`src/sunf_pkg.sv`:
```
// Shared constants, types and the Paeth predictor for the scanline unfilter.
// No dependencies.
`default_nettype none

package sunf_pkg;

    localparam int MaxLineBytes  = 16384;
    localparam int MaxPixelBytes = 8;

    localparam int ByteW = 8;
    localparam int BppW  = 4;
    localparam int LineW = 15;

    localparam logic [BppW-1:0]  BppReset  = 4'd4;
    localparam logic [LineW-1:0] LineReset = 15'd1024;

    // Configuration register indexes
    localparam logic [0:0] CFG_BYTES_PER_PIXEL = 1'b0;
    localparam logic [0:0] CFG_LINE_BYTES      = 1'b1;

    // Filter type codes
    localparam logic [7:0] FILT_NONE  = 8'd0;
    localparam logic [7:0] FILT_SUB   = 8'd1;
    localparam logic [7:0] FILT_UP    = 8'd2;
    localparam logic [7:0] FILT_AVG   = 8'd3;
    localparam logic [7:0] FILT_PAETH = 8'd4;

    // One stream byte as it leaves the front end
    typedef struct packed {
        logic             is_type;
        logic             first_row;
        logic             eol;
        logic [ByteW-1:0] fbyte;
        logic [ByteW-1:0] ftype;
    } t_item;

    // Paeth predictor, signed distances
    function automatic logic [ByteW-1:0] paeth_pick(input logic [ByteW-1:0] a,
                                                    input logic [ByteW-1:0] b,
                                                    input logic [ByteW-1:0] c);
        logic signed [9:0] sa;
        logic signed [9:0] sb;
        logic signed [9:0] sc;
        logic signed [9:0] p;
        logic signed [9:0] da;
        logic signed [9:0] db;
        logic signed [9:0] dc;
        sa = signed'({2'b00, a});
        sb = signed'({2'b00, b});
        sc = signed'({2'b00, c});
        p  = sa + sb - sc;
        da = p - sa;
        db = p - sb;
        dc = p - sc;
        if (da < 0) da = -da;
        if (db < 0) db = -db;
        if (dc < 0) dc = -dc;
        if (da <= db && da <= dc) begin
            return a;
        end else if (db <= dc) begin
            return b;
        end
        return c;
    endfunction

endpackage

`default_nettype wire

```
`src/sunf_recon.sv`:
```
// Reconstruction stage: neighbor histories, filter arithmetic, result register.
// Depends on sunf_pkg.
`default_nettype none

module sunf_recon
    import sunf_pkg::*;
#(
    parameter int MAX_LINE_BYTES  = MaxLineBytes,
    parameter int MAX_PIXEL_BYTES = MaxPixelBytes
) (
    input  wire logic                              i_clk,
    input  wire logic                              i_rst_n,
    input  wire logic                              i_accept,
    input  wire t_item                             i_item,
    input  wire logic [$clog2(MAX_LINE_BYTES)-1:0] i_addr,
    input  wire logic [ByteW-1:0]                  i_rd_data,
    input  wire logic [BppW-1:0]                   i_bpp,
    input  wire logic                              i_out_ready,
    output logic                                   o_ready,
    output logic                                   o_wr_en,
    output logic      [$clog2(MAX_LINE_BYTES)-1:0] o_wr_addr,
    output logic      [ByteW-1:0]                  o_wr_data,
    output logic                                   o_valid,
    output logic      [ByteW-1:0]                  o_pixel,
    output logic                                   o_eol,
    output logic                                   o_bad
);

    localparam int AW = $clog2(MAX_LINE_BYTES);
    localparam int PW = (MAX_PIXEL_BYTES > 1) ? $clog2(MAX_PIXEL_BYTES) : 1;

    logic             r_s1_valid;
    t_item            r_s1_item;
    logic [AW-1:0]    r_s1_addr;
    logic [ByteW-1:0] r_left  [MAX_PIXEL_BYTES];
    logic [ByteW-1:0] r_upper [MAX_PIXEL_BYTES];
    logic             r_out_valid;
    logic [ByteW-1:0] r_out_pixel;
    logic             r_out_eol;
    logic             r_out_bad;

    logic             s1_adv;
    logic             s1_data;
    logic [BppW-1:0]  bpp_m1;
    logic [PW-1:0]    tap;
    logic [ByteW-1:0] a;
    logic [ByteW-1:0] b;
    logic [ByteW-1:0] c;
    logic [ByteW:0]   ab_sum;
    logic [ByteW-1:0] result;
    logic             bad;

    // Type beats leave the stage at once; data beats wait for the result register
    assign s1_adv  = r_s1_valid & (r_s1_item.is_type | ~r_out_valid | i_out_ready);
    assign s1_data = s1_adv & ~r_s1_item.is_type;
    assign o_ready = ~r_s1_valid | s1_adv;

    // Left-neighbor distance, clamped into 1..MAX_PIXEL_BYTES
    always_comb begin
        if (i_bpp == '0) begin
            bpp_m1 = '0;
        end else if (int'(i_bpp) > MAX_PIXEL_BYTES) begin
            bpp_m1 = BppW'(MAX_PIXEL_BYTES - 1);
        end else begin
            bpp_m1 = i_bpp - BppW'(1);
        end
    end
    assign tap = bpp_m1[PW-1:0];

    // Neighbors: the first row sees zeros above
    assign a      = r_left[tap];
    assign b      = r_s1_item.first_row ? '0 : i_rd_data;
    assign c      = r_s1_item.first_row ? '0 : r_upper[tap];
    assign ab_sum = {1'b0, a} + {1'b0, b};

    // Filter arithmetic
    always_comb begin
        bad = 1'b0;
        case (r_s1_item.ftype)
            FILT_NONE:  result = r_s1_item.fbyte;
            FILT_SUB:   result = r_s1_item.fbyte + a;
            FILT_UP:    result = r_s1_item.fbyte + b;
            FILT_AVG:   result = r_s1_item.fbyte + ab_sum[ByteW:1];
            FILT_PAETH: result = r_s1_item.fbyte + paeth_pick(a, b, c);
            default: begin
                result = r_s1_item.fbyte;
                bad    = 1'b1;
            end
        endcase
    end

    // Write the reconstructed byte back for the next row
    assign o_wr_en   = s1_data;
    assign o_wr_addr = r_s1_addr;
    assign o_wr_data = result;

    // Stage control
    always_ff @(posedge i_clk) begin
        if (!i_rst_n) begin
            r_s1_valid <= 1'b0;
        end else if (i_accept) begin
            r_s1_valid <= 1'b1;
        end else if (s1_adv) begin
            r_s1_valid <= 1'b0;
        end
    end

    // Stage payload
    always_ff @(posedge i_clk) begin
        if (i_accept) begin
            r_s1_item <= i_item;
            r_s1_addr <= i_addr;
        end
    end

    // Histories: clear on a type beat, shift on a data beat
    always_ff @(posedge i_clk) begin
        if (!i_rst_n) begin
            for (int i = 0; i < MAX_PIXEL_BYTES; i++) begin
                r_left[i]  <= '0;
                r_upper[i] <= '0;
            end
        end else if (s1_adv) begin
            if (r_s1_item.is_type) begin
                for (int i = 0; i < MAX_PIXEL_BYTES; i++) begin
                    r_left[i]  <= '0;
                    r_upper[i] <= '0;
                end
            end else begin
                for (int i = MAX_PIXEL_BYTES - 1; i > 0; i--) begin
                    r_left[i]  <= r_left[i-1];
                    r_upper[i] <= r_upper[i-1];
                end
                r_left[0]  <= result;
                r_upper[0] <= b;
            end
        end
    end

    // Result register valid
    always_ff @(posedge i_clk) begin
        if (!i_rst_n) begin
            r_out_valid <= 1'b0;
        end else if (s1_data) begin
            r_out_valid <= 1'b1;
        end else if (i_out_ready) begin
            r_out_valid <= 1'b0;
        end
    end

    // Result register payload
    always_ff @(posedge i_clk) begin
        if (s1_data) begin
            r_out_pixel <= result;
            r_out_eol   <= r_s1_item.eol;
            r_out_bad   <= bad;
        end
    end

    assign o_valid = r_out_valid;
    assign o_pixel = r_out_pixel;
    assign o_eol   = r_out_eol;
    assign o_bad   = r_out_bad;

endmodule

`default_nettype wire

```
`config.mk`:
```
export PLATFORM = sky130hd
export DESIGN_NAME = sunf_recon
export DESIGN_NICKNAME = d
export VERILOG_FILES = /design/src/sunf_pkg.sv /design/src/sunf_recon.sv
export SDC_FILE = /design/constraint.sdc
export NUM_CORES = 1
export LEC_CHECK = 0
export CAP_MARGIN = 5
export CORE_UTILIZATION = 65
export CTS_BUF_LIST = sky130_fd_sc_hd__clkbuf_16
export DETAILED_ROUTE_END_ITERATION = 6
export DONT_BUFFER_PORTS = 1
export PLACE_DENSITY_LB_ADDON = 0.08
export SYNTH_ARGS = -nofsm -noshare
export SYNTH_HDL_FRONTEND = slang
export SYNTH_SLANG_ARGS = --single-unit
```
`constraint.sdc`:
```
create_clock -name i_clk -period 22.6 [get_ports i_clk]
set_clock_uncertainty 0.15 [all_clocks]
set_input_delay 3.39 -clock i_clk [delete_from_list [all_inputs] [get_ports i_clk]]
set_output_delay 3.39 -clock i_clk [all_outputs]
set_load 0.02 [all_outputs]
```
==> summary.txt <==
STA
  • Relative slew slack: 33.1%
  • RSZ-0062 raised after global routing: no
  • Worst-Margin Slew: 1.00 ns
  • Min Tclk post-route: 19.13 ns
  • Max-slew violation count: 0
  • Final Hold Violating Endpoints: 0
  • Hold_ws: 0.270 ns
  • Final TNS setup: 0 ns
  • Setup violators final: 0
  • FMAX: 52.3 MHz
  • Final period util: 84.6%

Clock tree
  • Hold Buf Count CTS: 0
  • Reg clk slew, reported paths: 0.07 ns
  • Worst skew pair latency: 0.45 ns
  • CTS tree: done
  • Num Clock Sinks: 173
  • Post-CTS setup buffer count: 0
  • H-tree lvl count: 4
  • CTS resizes: 0
  • Root buffer cell: clkbuf_16
  • Clk buf depth: 2
  • TritonCTS Buffers: 17

Global route
  • Vias in the first global route: 7853
  • First-pass GRT wire length: 41.2 mm
  • GRT Total Usage: 30.4%
  • Initial antenna violation count: 0
  • Grt ovf: 0
  • Largest net degree at the start of global routing: 106

Power
  • Total Power: 1.99 mW
  • Clk pwr share: 15.9%
  • Reg power frac: 18.5%
  • Logic pwr share: 65.7%
  • Cell Pwr Density: 166 mW/mm²
  • Static Leak: 4.84 nW
  • Sw power: 924 µW
  • Sw Ratio: 46.4%
  • Peak supply drop: 0.176 mV
  • Pint: 1.07 mW

Die
  • Cell Rows: 47
  • Die Y: 133 µm
  • Core Box Area: 0.0167 mm²
  • Die width: 133 µm
  • Starting density of the core: 67.1%
  • Die ar.: 0.0178 mm²
  • Top Ports: 84

Yosys
  • Number of synthesized flops with an enable pin: 123
  • Commonest cells in the netlist: edfxtp_1, nand2_1, and2_1
  • Area leader, netlist: edfxtp_1
  • Count of cell types in the netlist: 82
  • Post-synthesis sequential area ratio: 41.9%
  • Asr flop ratio synth: 0%
  • Top-area cell type share of the netlist area: 33.0%
  • Post-Synthesis Cells: 1058
  • Synth top area cells: edfxtp_1, dfxtp_1, ha_1
  • Synth warn: 0
  • Syn Std Cell Area: 0.0112 mm²
  • Avg Inst Size Synth: 10.6 µm²
  • Yosys reg bits: 173
  • Syn Nets: 1193
  • Most frequent cell after synthesis: edfxtp_1
  • Main synth FF type: edfxtp_1

Routing
  • WL met3: 2.06 mm
  • DR DRC count: 0
  • Vias post-DR: 8193
  • M1 WL: 11.5 mm
  • WL met2: 11.9 mm
  • Routed vias/inst: 6.43
  • DR pass1 iterations: 5
  • Final wirelength: 26.0 mm
  • Highest metal used: met4
  • 1st-iter DRT viols: 798
  • Post-DRT Antenna Nets: 0
  • WL per Instance: 20.4 µm

Critical path
  • Slowest-stage cell, CP: mux2i_1
  • Worst R2R Setup Slack: 11.03 ns
  • Critical Path Start Type: input port
  • Required time worst endpoint: 19.06 ns
  • Slowest stage delay, CP: 0.74 ns
  • Worst Path Arrival: 15.59 ns
  • CP endpoint kind: output pin
  • Crit Path Category: input port to output pin
  • Crit path max fanout: 29

Flow run
  • Max Cap Violations: 0

Run status
  • Outcome: finished clean

Placement
  • DP Cell Count: 1242
  • Placer Congestion: 0.949
  • Dpl hpwl: 18.2 mm
  • Port Buffers: 0

Finish
  • Final std cells w/o fill: 1274
  • # diodes: 0
  • Fillcell total: 1228
  • P&R area growth vs syn: 6.95%
  • Share of layout cells above drive strength 1: 9.49%
  • Fin nets: 1176

Hold path
  • Worst Hold Class: register to register
[critical path, delay by kind of cell]
kind                     cells  cell delay (ns)
buffers and inverters        4             0.84
multiplexers                 2             1.31
AO/OA/AOI/OAI               21             4.15
AND/OR/NAND/NOR              9             1.77
adder cells (fa/ha/maj)      9             2.93
XOR/XNOR                     4             1.16
[metal layers]
| layer | global-route usage [%] | up-vias |
|---|---|---|
| li1 | - | 3822 |
| met1 | 42.8 | 3975 |
| met2 | 47.5 | 348 |
| met3 | 6.47 | 48 |
| met4 | 9.41 | 0 |
| met5 | 0 | - |
[logic make-up after synthesis]
family,count (synthesis),share of synthesized area [%]
adder cells (fa/ha/maj),91,11.0
multiplexers,46,7.31
flip-flops,173,41.9
AO/OA/AOI/OAI,250,15.9
AND/OR/NAND/NOR,318,14.7
buffers and inverters,115,4.08
XOR/XNOR,65,5.20
[cell type report]
cell class                      count  area [µm²]  share of cell area (%)
Inverter                           71         267                    2.22
Tap cell                          220         275                    2.30
Sequential cell                   173        4690                    39.2
Clock inverter                     15         203                    1.69
Timing Repair Buffer                8        60.1                   0.501
Multi-Input combinational cell    770        6060                    50.6
Clock buffer                       17         425                    3.55
[state kept, by name (all words and copies together), names as in the netlist]
name / flops
r_s1_valid: 1
o_eol: 1
r_left: 64
o_bad: 1
o_valid: 1
r_s1_item: 19
r_upper: 64
o_pixel: 8
o_wr_addr: 14
[placed cells by master (no fill, tap or decap), types with 11 or more instances in the layout]
cell type,instances
xnor2_1,35
nand2_1,96
nor2_1,54
mux4_2,28
xor2_1,29
edfxtp_1,123
a21oi_1,65
inv_1,69
dfxtp_1,50
o21ai_0,28
nor3_1,11
mux2i_1,11
a21o_1,26
and2_1,77
clkbuf_16,17
a22o_1,32
ha_1,73
o211ai_1,15
fa_1,13
nor2b_1,15
nand2b_1,19
[final timing paths]
| check | from | endpoint | depth (start not counted) |
|---|---|---|---|
| setup / recovery | i_bpp[0] | o_wr_data[7] | 49 |
| hold / removal | r_s1_item[16] | o_eol | 0 |
| setup reg to reg | r_s1_item[17] | o_pixel[7] | 45 |
| hold reg to reg | r_s1_item[16] | o_eol | 0 |
[power groups by stage]
stage | Combinational [mW] | Clock (mW) | Sequential [mW]
3_3_place_gp | 1.27 | 0 | 0.374
3_5_place_dp | 1.28 | 0 | 0.375
6_report | 1.31 | 0.316 | 0.368
5_1_grt | 1.45 | 0.330 | 0.370
4_1_cts | 1.29 | 0.318 | 0.368
2_1_floorplan | 1.02 | 0 | 0.371
[stage by stage]
step | setup slack [ns] | cell area [µm²] | util (%)
after floorplan | 4.24 | 11200 | -
after global placement | 3.81 | 11400 | 68.0
after detailed placement | 3.66 | 11400 | 68.0
after CTS | 3.54 | 12000 | 71.7
after global routing | 2.61 | 12000 | 71.7
final | 3.47 | 12000 | 71.7
(Power assumes the default switching activity.)
