--- src/sunf_pkg.sv ---
// Shared constants, types and the Paeth predictor for the scanline unfilter.
// No dependencies.
`default_nettype none

package sunf_pkg;

    localparam int MaxLineBytes  = 16384;
    localparam int MaxPixelBytes = 8;

    localparam int ByteW = 8;
    localparam int BppW  = 4;
    localparam int LineW = 15;

    localparam logic [BppW-1:0]  BppReset  = 4'd4;
    localparam logic [LineW-1:0] LineReset = 15'd1024;

    // Configuration register indexes
    localparam logic [0:0] CFG_BYTES_PER_PIXEL = 1'b0;
    localparam logic [0:0] CFG_LINE_BYTES      = 1'b1;

    // Filter type codes
    localparam logic [7:0] FILT_NONE  = 8'd0;
    localparam logic [7:0] FILT_SUB   = 8'd1;
    localparam logic [7:0] FILT_UP    = 8'd2;
    localparam logic [7:0] FILT_AVG   = 8'd3;
    localparam logic [7:0] FILT_PAETH = 8'd4;

    // One stream byte as it leaves the front end
    typedef struct packed {
        logic             is_type;
        logic             first_row;
        logic             eol;
        logic [ByteW-1:0] fbyte;
        logic [ByteW-1:0] ftype;
    } t_item;

    // Paeth predictor, signed distances
    function automatic logic [ByteW-1:0] paeth_pick(input logic [ByteW-1:0] a,
                                                    input logic [ByteW-1:0] b,
                                                    input logic [ByteW-1:0] c);
        logic signed [9:0] sa;
        logic signed [9:0] sb;
        logic signed [9:0] sc;
        logic signed [9:0] p;
        logic signed [9:0] da;
        logic signed [9:0] db;
        logic signed [9:0] dc;
        sa = signed'({2'b00, a});
        sb = signed'({2'b00, b});
        sc = signed'({2'b00, c});
        p  = sa + sb - sc;
        da = p - sa;
        db = p - sb;
        dc = p - sc;
        if (da < 0) da = -da;
        if (db < 0) db = -db;
        if (dc < 0) dc = -dc;
        if (da <= db && da <= dc) begin
            return a;
        end else if (db <= dc) begin
            return b;
        end
        return c;
    endfunction

endpackage

`default_nettype wire

--- src/sunf_front.sv ---
// Front end: line position, filter type and row tracking at the input beat.
// Depends on sunf_pkg.
`default_nettype none

module sunf_front
    import sunf_pkg::*;
#(
    parameter int MAX_LINE_BYTES = MaxLineBytes
) (
    input  wire logic                              i_clk,
    input  wire logic                              i_rst_n,
    input  wire logic                              i_accept,
    input  wire logic [ByteW-1:0]                  i_fbyte,
    input  wire logic                              i_soi,
    input  wire logic [LineW-1:0]                  i_line_bytes,
    output t_item                                  o_item,
    output logic      [$clog2(MAX_LINE_BYTES)-1:0] o_addr
);

    localparam int AW = $clog2(MAX_LINE_BYTES);
    localparam int LW = AW + 1;

    logic [AW-1:0]    r_pos;
    logic             r_await;
    logic             r_first;
    logic [ByteW-1:0] r_ftype;

    logic             await_eff;
    logic             first_eff;
    logic [AW-1:0]    pos_eff;
    logic [LW-1:0]    len_eff;
    logic [LW-1:0]    pos_inc;
    logic             eol;

    // Start of image restarts the row count and expects a type byte
    assign await_eff = i_soi | r_await;
    assign first_eff = i_soi | r_first;
    assign pos_eff   = i_soi ? '0 : r_pos;
    assign pos_inc   = {1'b0, pos_eff} + LW'(1);

    // Clamp the line length into 1..MAX_LINE_BYTES
    always_comb begin
        if (i_line_bytes == '0) begin
            len_eff = LW'(1);
        end else if (int'(i_line_bytes) > MAX_LINE_BYTES) begin
            len_eff = LW'(MAX_LINE_BYTES);
        end else begin
            len_eff = LW'(i_line_bytes);
        end
    end

    assign eol = (pos_inc >= len_eff);

    always_comb begin
        o_item.is_type   = await_eff;
        o_item.first_row = first_eff;
        o_item.eol       = eol;
        o_item.fbyte     = i_fbyte;
        o_item.ftype     = r_ftype;
    end

    assign o_addr = pos_eff;

    // Advance position and line state on each accepted beat
    always_ff @(posedge i_clk) begin
        if (!i_rst_n) begin
            r_pos   <= '0;
            r_await <= 1'b1;
            r_first <= 1'b1;
            r_ftype <= FILT_NONE;
        end else if (i_accept) begin
            if (await_eff) begin
                r_ftype <= i_fbyte;
                r_await <= 1'b0;
                r_pos   <= '0;
                r_first <= first_eff;
            end else if (eol) begin
                r_pos   <= '0;
                r_await <= 1'b1;
                r_first <= 1'b0;
            end else begin
                r_pos   <= pos_inc[AW-1:0];
                r_first <= first_eff;
            end
        end
    end

endmodule

`default_nettype wire

--- config.mk ---
export PLATFORM = sky130hd
export DESIGN_NAME = sunf_front
export DESIGN_NICKNAME = d
export VERILOG_FILES = /design/src/sunf_pkg.sv /design/src/sunf_front.sv
export SDC_FILE = /design/constraint.sdc
export NUM_CORES = 1
export LEC_CHECK = 0
export BUFFER_PORTS_ARGS = -buffer_cell sky130_fd_sc_hd__buf_2
export CORE_MARGIN = 3
export CORE_UTILIZATION = 45
export CTS_BUF_LIST = sky130_fd_sc_hd__clkbuf_8 sky130_fd_sc_hd__clkbuf_16
export DETAILED_ROUTE_END_ITERATION = 7
export GPL_TIMING_DRIVEN = 0
export PLACE_DENSITY = 0.69
export SYNTH_ARGS = -nofsm -noshare
export SYNTH_HDL_FRONTEND = slang
export SYNTH_SLANG_ARGS = --single-unit
--- constraint.sdc ---
create_clock -name i_clk -period 3.5 [get_ports i_clk]
set_input_delay 0.35 -clock i_clk [delete_from_list [all_inputs] [get_ports i_clk]]
set_output_delay 0.35 -clock i_clk [all_outputs]
set_load 0.02 [all_outputs]
==> impl_results.rst, run 1 <==
.. list-table::
   :header-rows: 1

   * - Metric
     - Value
   * - Initial Util
     - 48.2%
   * - Area of the mapped netlist
     - 0.00167 mm2
   * - Filler instances
     - 333
   * - Synth top area share
     - 28.7%
   * - Post-route setup TNS
     - 0 ps
   * - Detailed placement HPWL
     - 3050 um
   * - Count of H-tree levels built during CTS
     - 1
   * - Cell count after placement
     - 299
   * - Fraction of met1 tracks used by global routing
     - 22.0%
   * - Clock latency of the later-clocked register in the worst-skew pair
     - 270 ps
   * - CTS clk-pin slew, worst paths
     - 90 ps
   * - Flops & latches, synth
     - 24
   * - DRC violations left
     - 0
   * - Buffer cell driving the clock tree root
     - sky130_fd_sc_hd__clkbuf_8
   * - DRC violation total after the first TritonRoute iteration
     - 19
   * - Clock tree buffer depth
     - 2
   * - WL final
     - 3900 um
   * - Crit-path cells
     - buf_4 > clkbuf_8 > nor2b_4 > ha_4 > and3_1 > and3_1 > buf_6 > nand3_2 > xnor2_2 > ha_1 > and2_1 > a221o_1 > a21oi_2 > o21ai_2 > buf_4 > buf_2
   * - Die footprint
     - 0.00448 mm2
   * - Wire length of the first global-routing pass
     - 6040 um
   * - Maximum vdd drop
     - 0.163 mV
   * - Syn. warnings
     - 0
   * - Setup-failing EPs final
     - 0
   * - Category of the worst setup path launch point
     - input pin
   * - Via count of the first global-routing pass
     - 1396
   * - Total global routing overflow
     - 0
   * - Synth area leader
     - sky130_fd_sc_hd__dfxtp_1
   * - Worst Tran Pin Value
     - 479 ps
   * - Max incr delay on CP
     - 350 ps
   * - Cell area power density
     - 265 mW/mm2
   * - Final design area excluding fillers
     - 0.00219 mm2
   * - Worst Setup Slack, final
     - 136 ps
   * - Number of antenna cells inserted
     - 0
   * - Detail Route Antenna Nets
     - 0
   * - Number of buffers added by the clock tree synthesis step
     - 3
   * - Fin crit share
     - 96.1%
   * - Path type of the worst setup path
     - input pin to primary output
   * - Signal arrival time at the worst endpoint
     - 3010 ps
   * - Relative area change from synthesis to final layout
     - 31.3%
   * - Drt pass-1 iters
     - 4
   * - Post-placement cell area
     - 0.00202 mm2
   * - Clock tree from TritonCTS
     - done
   * - Crit path max fanout
     - 9
   * - Fmax
     - 297 MHz
   * - Number of unique standard cell types used by synthesis
     - 33
   * - Average wire length per cell after detail routing
     - 12.7 um
   * - Setup skew after layout
     - 7.07 ps
   * - Final net count
     - 306
   * - Maximum capacitance violations
     - 0
   * - Critical-path cell with the highest stage delay
     - sky130_fd_sc_hd__a221o_1
   * - Syn Nets
     - 238
   * - Routing usage on met3
     - 1.52%
   * - Share of layout cells above drive strength 1
     - 37.4%
   * - Leakage power
     - 1.11 nW
   * - Avg Synthesized Cell Area
     - 8.57 um2
   * - Antenna violations before repair
     - 0
   * - Fraction of the yosys area taken by sequential cells
     - 28.7%
   * - Number of standard cells in the final layout excluding fillers
     - 308
   * - Type of element capturing the critical path
     - primary output
   * - Pin count of the biggest net entering global routing
     - 14
   * - Area contributors post-synth
     - sky130_fd_sc_hd__dfxtp_1 (29%), sky130_fd_sc_hd__ha_1 (12%), sky130_fd_sc_hd__nor2b_1 (8.2%)
   * - Core area
     - 0.00347 mm2
   * - Horizontal die dimension
     - 67.0 um
   * - Worst min-delay path class
     - input pin to flop
   * - Total power
     - 0.000582 W
   * - Slew Limit Fails
     - 0
   * - Placer congestion estimate
     - 0.866
   * - Crit-path leading delay family
     - buffers and inverters
   * - Buffers and inverters on the worst path
     - 5
   * - Hold violation total from the final report
     - 0
   * - Chip height
     - 67.0 um
   * - Most used routing layer
     - met2
   * - Routed via count divided by cell count
     - 5.16
   * - CTS sink cnt
     - 24
   * - Post-layout min period
     - 3360 ps
   * - Global router's overall resource usage
     - 17.6%
   * - Count of vias placed by the detailed router
     - 1588
   * - I/O pin count
     - 60
   * - Pre-CTS setup slack
     - -526 ps
   * - CTS Hold Buffers Added
     - 0
   * - Data required time of the worst path
     - 3150 ps
   * - Result of the run
     - finished clean
   * - Cell count after synthesis
     - 195
   * - Quantity of I/O buffers inserted on ports
     - 58
   * - Cell row count
     - 21
   * - Worst slew slack as a fraction of its limit
     - 68.1%
   * - Global-route met2 utilization
     - 30.8%
[path summary, 6_finish.rpt]
path                         startpoint                 endpoint  slack, ps  depth (start not counted)
hold reg to reg   r_pos[5]$_SDFFE_PN0P_    r_pos[5]$_SDFFE_PN0P_        470                          1
setup reg to reg  r_pos[1]$_SDFFE_PN0P_    r_pos[2]$_SDFFE_PN0P_        400                         15
hold / removal               i_fbyte[2]  r_ftype[2]$_SDFFE_PN0P_        350                          3
setup / recovery                  i_soi               o_item[16]        140                         16
[per-stage QoR]
step / hold slack [ps] / utilization, %
after floorplan: 431 / -
after global placement: 448 / 58.2
after detailed placement: 448 / 58.2
after CTS: 349 / 61.6
after global routing: 372 / 63.3
final: 350 / 63.3
[final cells by class]
class	instances	area [um2]	area share, %
buffer	19	141	6.44
clock buffer	4	55.1	2.51
inverter	4	15.0	0.684
multi-input combinational	148	1110	50.7
sequential	24	482	21.9
tap	46	57.6	2.62
timing repair buffer	63	330	15.1
[cell usage in the layout, fill, tap and decap left out, types with 7 or more instances in the layout]
cell,n
sky130_fd_sc_hd__nor2b_1,20
sky130_fd_sc_hd__mux2i_1,8
sky130_fd_sc_hd__a22o_1,13
sky130_fd_sc_hd__xnor2_1,7
sky130_fd_sc_hd__buf_2,57
sky130_fd_sc_hd__ha_1,15
sky130_fd_sc_hd__a21oi_1,7
sky130_fd_sc_hd__buf_4,17
sky130_fd_sc_hd__nand2_1,24
sky130_fd_sc_hd__dfxtp_1,23
[cells in the mapped netlist]
master / n
sky130_fd_sc_hd__dfxtp_1: 24
sky130_fd_sc_hd__nand2_1: 24
sky130_fd_sc_hd__buf_2: 1
sky130_fd_sc_hd__and4_1: 1
sky130_fd_sc_hd__xor2_1: 3
sky130_fd_sc_hd__o31ai_1: 1
sky130_fd_sc_hd__nand3_1: 6
sky130_fd_sc_hd__nor2b_2: 2
sky130_fd_sc_hd__nor2b_1: 22
sky130_fd_sc_hd__a22o_1: 13
sky130_fd_sc_hd__mux2i_1: 8
sky130_fd_sc_hd__ha_1: 16
sky130_fd_sc_hd__a211oi_2: 1
sky130_fd_sc_hd__inv_1: 4
sky130_fd_sc_hd__buf_4: 11
sky130_fd_sc_hd__a41oi_1: 1
sky130_fd_sc_hd__nor4_1: 3
sky130_fd_sc_hd__a31o_1: 1
sky130_fd_sc_hd__o21ai_1: 1
sky130_fd_sc_hd__xnor2_1: 9
sky130_fd_sc_hd__buf_8: 1
sky130_fd_sc_hd__o21ai_0: 4
sky130_fd_sc_hd__and3_1: 6
sky130_fd_sc_hd__nor2_1: 7
sky130_fd_sc_hd__clkbuf_1: 6
sky130_fd_sc_hd__a21oi_1: 8
sky130_fd_sc_hd__a221o_1: 1
sky130_fd_sc_hd__and2_1: 1
sky130_fd_sc_hd__a21o_1: 1
sky130_fd_sc_hd__nand4_1: 5
sky130_fd_sc_hd__o21a_4: 1
sky130_fd_sc_hd__or2_2: 1
sky130_fd_sc_hd__nand2_2: 1
[sequential cells by signal, indices dropped and copies added, names as in the netlist]
register	flops
r_first	1
r_ftype	8
r_pos	14
r_await	1
[power by group]
group          internal, W  leakage (nW)  switching (W)
Clock             0.000100        0.0288      0.0000889
Sequential        0.000280         0.196     0.00000296
Combinational    0.0000484         0.886      0.0000614
Total             0.000429          1.11       0.000153
[metal layers]
| layer | vias up | wire length (um) |
|---|---|---|
| met1 | 715 | 1730 |
| met2 | 57 | 1830 |
| met3 | 5 | 298 |
| li1 | 811 | - |
| met5 | - | 0 |
| met4 | 0 | 53 |
[tightest hold or removal path, cell delays in order]
cell and delay [ps]:
sky130_fd_sc_hd__buf_2 90, sky130_fd_sc_hd__mux2i_1 60, sky130_fd_sc_hd__nor2b_1 90
[kinds of logic (layout without fill, tap and decap cells)]
| logic type | after synthesis | after routing | synth area share [%] |
|---|---|---|---|
| AO/OA/AOI/OAI | 33 | 33 | 14.9 |
| flip-flops | 24 | 24 | 28.7 |
| multiplexers | 8 | 8 | 4.79 |
| adder cells (fa/ha/maj) | 16 | 16 | 12.0 |
| buffers and inverters | 23 | 90 | 8.38 |
| AND/OR/NAND/NOR | 79 | 79 | 24.9 |
| XOR/XNOR | 12 | 12 | 6.29 |
[timing repair]
item,in CTS,in global routing
endpoints found under the setup margin,11,1
setup buffers,3,2
pin swaps,0,5
resized for setup,11,10
gates cloned,0,0
Note: power is estimated with default switching activity, not from simulation.
==> run 2: changes to the inputs <==
==> constraint.sdc (replaced) <==
create_clock -name i_clk -period 3.6 [get_ports i_clk]
set_input_delay 0.36 -clock i_clk [delete_from_list [all_inputs] [get_ports i_clk]]
set_output_delay 0.36 -clock i_clk [all_outputs]
set_load 0.02 [all_outputs]
==> impl_results.rst, run 2 (synthesized netlist as in run 1, its figures left out) <==
.. list-table::
   :header-rows: 1

   * - Metric
     - Value
   * - Start of the worst register-to-register path
     - r_pos[1]$_SDFFE_PN0P_
   * - Largest register FFs
     - 14 (unchanged)
   * - CTS clk-pin slew, worst paths
     - 90 ps (about the same)
   * - Switching portion of total power
     - 26.1% (-0.22 points)
   * - Fmax
     - 290 MHz
   * - DRC violation total after the first TritonRoute iteration
     - 29 (+10)
   * - Die footprint
     - 0.00448 mm2 (unchanged)
   * - Pin count of the biggest net entering global routing
     - 19 (+5)
   * - Number of antenna cells inserted
     - 0 (unchanged)
   * - Global router's overall resource usage
     - 17.1% (-0.46 points)
   * - R2R Setup Slk
     - 460 ps (+60 ps)
   * - Data required time of the worst path
     - 3240 ps (+90 ps)
   * - Clock network fraction of design power
     - 32.6% (about the same)
   * - Max incr delay on CP
     - 350 ps (about the same)
   * - Crit path max fanout
     - 18 (+9)
   * - Critical-path cell with the highest stage delay
     - sky130_fd_sc_hd__buf_2
   * - Detail Route Antenna Nets
     - 0 (unchanged)
   * - Category of the worst setup path launch point
     - input pin
   * - P_int
     - 0.000414 W (-3.5%)
   * - Path type of the worst setup path
     - input pin to primary output
   * - Buffers and inverters on the worst path
     - 4 (-1)
   * - Placer congestion estimate
     - 0.866 (unchanged)
   * - Detailed placement HPWL
     - 3050 um (unchanged)
   * - Relative contribution of sequential cells to total power
     - 49.1% (+0.5 points)
   * - Core area
     - 0.00347 mm2 (unchanged)
   * - Leakage power
     - 1.09 nW (-2.0%)
   * - Logic depth of the worst register-to-register path
     - 15 (unchanged)
   * - Post-route setup TNS
     - 0 ps (unchanged)
   * - Setup skew after layout
     - 6.53 ps (-0.546 ps)
   * - Worst Tran Pin Value
     - 460 ps (-18.1 ps)
   * - Initial Util
     - 48.2% (unchanged)
   * - WL final
     - 3700 um (-5.3%)
   * - Critical path destination
     - o_item[16]
   * - Maximum capacitance violations
     - 0 (unchanged)
   * - Register with the most flip-flops
     - r_pos
   * - Average wire length per cell after detail routing
     - 12.2 um (-4.0%)
   * - Count of vias placed by the detailed router
     - 1550 (-2.4%)
   * - Worst min-delay path class
     - input pin to flop
   * - Clock tree from TritonCTS
     - done
   * - Post-layout min period
     - 3450 ps
   * - Share of layout cells above drive strength 1
     - 36.4% (-0.97 points)
   * - Total global routing overflow
     - 0 (unchanged)
   * - Clock latency of the later-clocked register in the worst-skew pair
     - 270 ps (about the same)
   * - Routed via count divided by cell count
     - 5.10 (-1.1%)
   * - Slew Limit Fails
     - 0 (unchanged)
   * - Relative contribution of combinational cells to total power
     - 18.2% (-0.7 points)
   * - Via count of the first global-routing pass
     - 1370 (-1.9%)
   * - Net switching component of the power
     - 0.000146 W (-4.6%)
   * - Maximum vdd drop
     - 0.159 mV (-3.0%)
   * - DRC violations left
     - 0 (unchanged)
   * - Fin crit share
     - 95.7%
   * - Drt pass-1 iters
     - 5 (+1)
   * - Hold violation total from the final report
     - 0 (unchanged)
   * - Horizontal die dimension
     - 67.0 um (unchanged)
   * - Cell row count
     - 21 (unchanged)
   * - Signal arrival time at the worst endpoint
     - 3090 ps (+80 ps)
   * - I/O pin count
     - 60 (unchanged)
   * - Wire length of the first global-routing pass
     - 5930 um (-1.9%)
   * - Chip height
     - 67.0 um (unchanged)
   * - Result of the run
     - finished clean
   * - Commonest cells after routing, fill and taps aside
     - sky130_fd_sc_hd__buf_2 (58), sky130_fd_sc_hd__nand2_1 (24), sky130_fd_sc_hd__dfxtp_1 (22)
   * - Crit-path cells
     - buf_2 > nor2b_4 > ha_4 > and3_1 > and3_1 > buf_4 > nand3_1 > xnor2_2 > ha_1 > and2_1 > a221o_1 > a21oi_2 > o21ai_2 > buf_4 > buf_2
   * - Crit. Startpoint
     - i_soi
   * - Antenna violations before repair
     - 0 (unchanged)
   * - Type of element capturing the critical path
     - primary output
   * - Buffer cell driving the clock tree root
     - sky130_fd_sc_hd__clkbuf_8
   * - Levels on crit path
     - 15 (-1)
   * - Setup repair after global routing missed its margin
     - false
   * - Number of buffers added by the clock tree synthesis step
     - 3 (unchanged)
   * - Crit-path leading delay family
     - buffers and inverters
   * - Quantity of I/O buffers inserted on ports
     - 58 (unchanged)
   * - Final net count
     - 302 (-1.3%)
   * - Count of H-tree levels built during CTS
     - 1 (unchanged)
   * - Reg2reg end
     - r_pos[2]$_SDFFE_PN0P_
   * - Relative area change from synthesis to final layout
     - 28.5%
   * - Most frequent standard cell in the layout excluding fill and tap cells
     - sky130_fd_sc_hd__buf_2
   * - Setup-failing EPs final
     - 0 (unchanged)
   * - Final-layout worst hold slack
     - 362 ps (+11.6 ps)
   * - Worst slew slack as a fraction of its limit
     - 69.3% (+1.2 points)
   * - Largest registers
     - r_pos (14), r_ftype (8)
   * - Cell area power density
     - 261 mW/mm2 (-1.7%)
   * - Clock tree buffer depth
     - 2 (unchanged)
   * - CTS sink cnt
     - 24 (unchanged)
==> run 2: cell count changes in the layout (fill, tap and decap cells not counted), sizes merged <==
cell	change
clkbuf	-1
buf	-3
==> run 2: stage by stage <==
| stage | std cells | worst slack [ps] | total power, W | util [%] | cell area [um2] |
|---|---|---|---|---|---|
| CTS | 302 | 2.39 | 0.000566 | 60.4 | 2090 |
| global placement | 299 | -458 | 0.000382 | 58.2 | 2020 |
| global route | 304 | 5.73 | 0.000589 | 61.9 | 2150 |
| floorplan | 195 | 85.4 | 0.000345 | - | 1670 |
| finish | 304 | 154 | 0.000560 | 61.9 | 2150 |
| detailed placement | 299 | -446 | 0.000383 | 58.2 | 2020 |
==> run 2: how the worst min path moves through the flow <==
stage / start / end / slack, ps / cells past startpoint
2_1_floorplan: r_pos[0]$_SDFFE_PN0P_ / r_pos[0]$_SDFFE_PN0P_ / 430 / 2
3_3_place_gp: r_pos[9]$_SDFFE_PN0P_ / r_pos[9]$_SDFFE_PN0P_ / 450 / 1
3_5_place_dp: r_pos[5]$_SDFFE_PN0P_ / r_pos[5]$_SDFFE_PN0P_ / 450 / 1
4_1_cts: i_fbyte[1] / r_ftype[1]$_SDFFE_PN0P_ / 360 / 3
5_1_grt: i_fbyte[0] / r_ftype[0]$_SDFFE_PN0P_ / 380 / 3
6_report: i_fbyte[2] / r_ftype[2]$_SDFFE_PN0P_ / 360 / 3
==> run 2: per-layer routing <==
layer	wire length [um]	up-vias	global-route usage [%]
li1	-	801	-
met1	1710	689	21.7
met2	1660	55	29.6
met3	269	5	1.52
met4	53	0	6.84
met5	0	-	0
==> run 2: layout make-up <==
| type | count | area, um2 |
|---|---|---|
| Buffer | 18 | 124 |
| Clock buffer | 4 | 55.1 |
| Fill cell | 335 | 1320 |
| Inverter | 4 | 15.0 |
| Multi-Input combinational cell | 148 | 1110 |
| Sequential cell | 24 | 483 |
| Tap cell | 46 | 57.6 |
| Timing Repair Buffer | 60 | 305 |
==> run 2: timing repair <==
action,CTS,global route
setup endpoints to repair,1,1
hold buffers,0,0
pin swaps,0,2
resized for setup,5,10
setup buffers,0,2
==> run 2: worst register-to-register path, cell delays in order, from the launching register on <==
cell and delay (ps):
sky130_fd_sc_hd__dfxtp_2 350, sky130_fd_sc_hd__nor2b_4 170, sky130_fd_sc_hd__ha_4 160, sky130_fd_sc_hd__and3_1 160, sky130_fd_sc_hd__and3_1 160, sky130_fd_sc_hd__buf_4 140
sky130_fd_sc_hd__nand3_1 110, sky130_fd_sc_hd__xnor2_2 170, sky130_fd_sc_hd__ha_1 320, sky130_fd_sc_hd__and2_1 170, sky130_fd_sc_hd__a221o_1 350, sky130_fd_sc_hd__buf_4 140
sky130_fd_sc_hd__a211oi_2 220, sky130_fd_sc_hd__o21a_4 190, sky130_fd_sc_hd__buf_8 140, sky130_fd_sc_hd__a22o_1 150
==> run 2: power by group through the flow <==
stage          clock network, W  registers [W]   logic, W
3_3_place_gp                  0       0.000281   0.000101
6_report               0.000183       0.000275   0.000102
4_1_cts                0.000189       0.000275   0.000102
2_1_floorplan                 0       0.000288  0.0000562
5_1_grt                0.000199       0.000276   0.000114
3_5_place_dp                  0       0.000281   0.000102
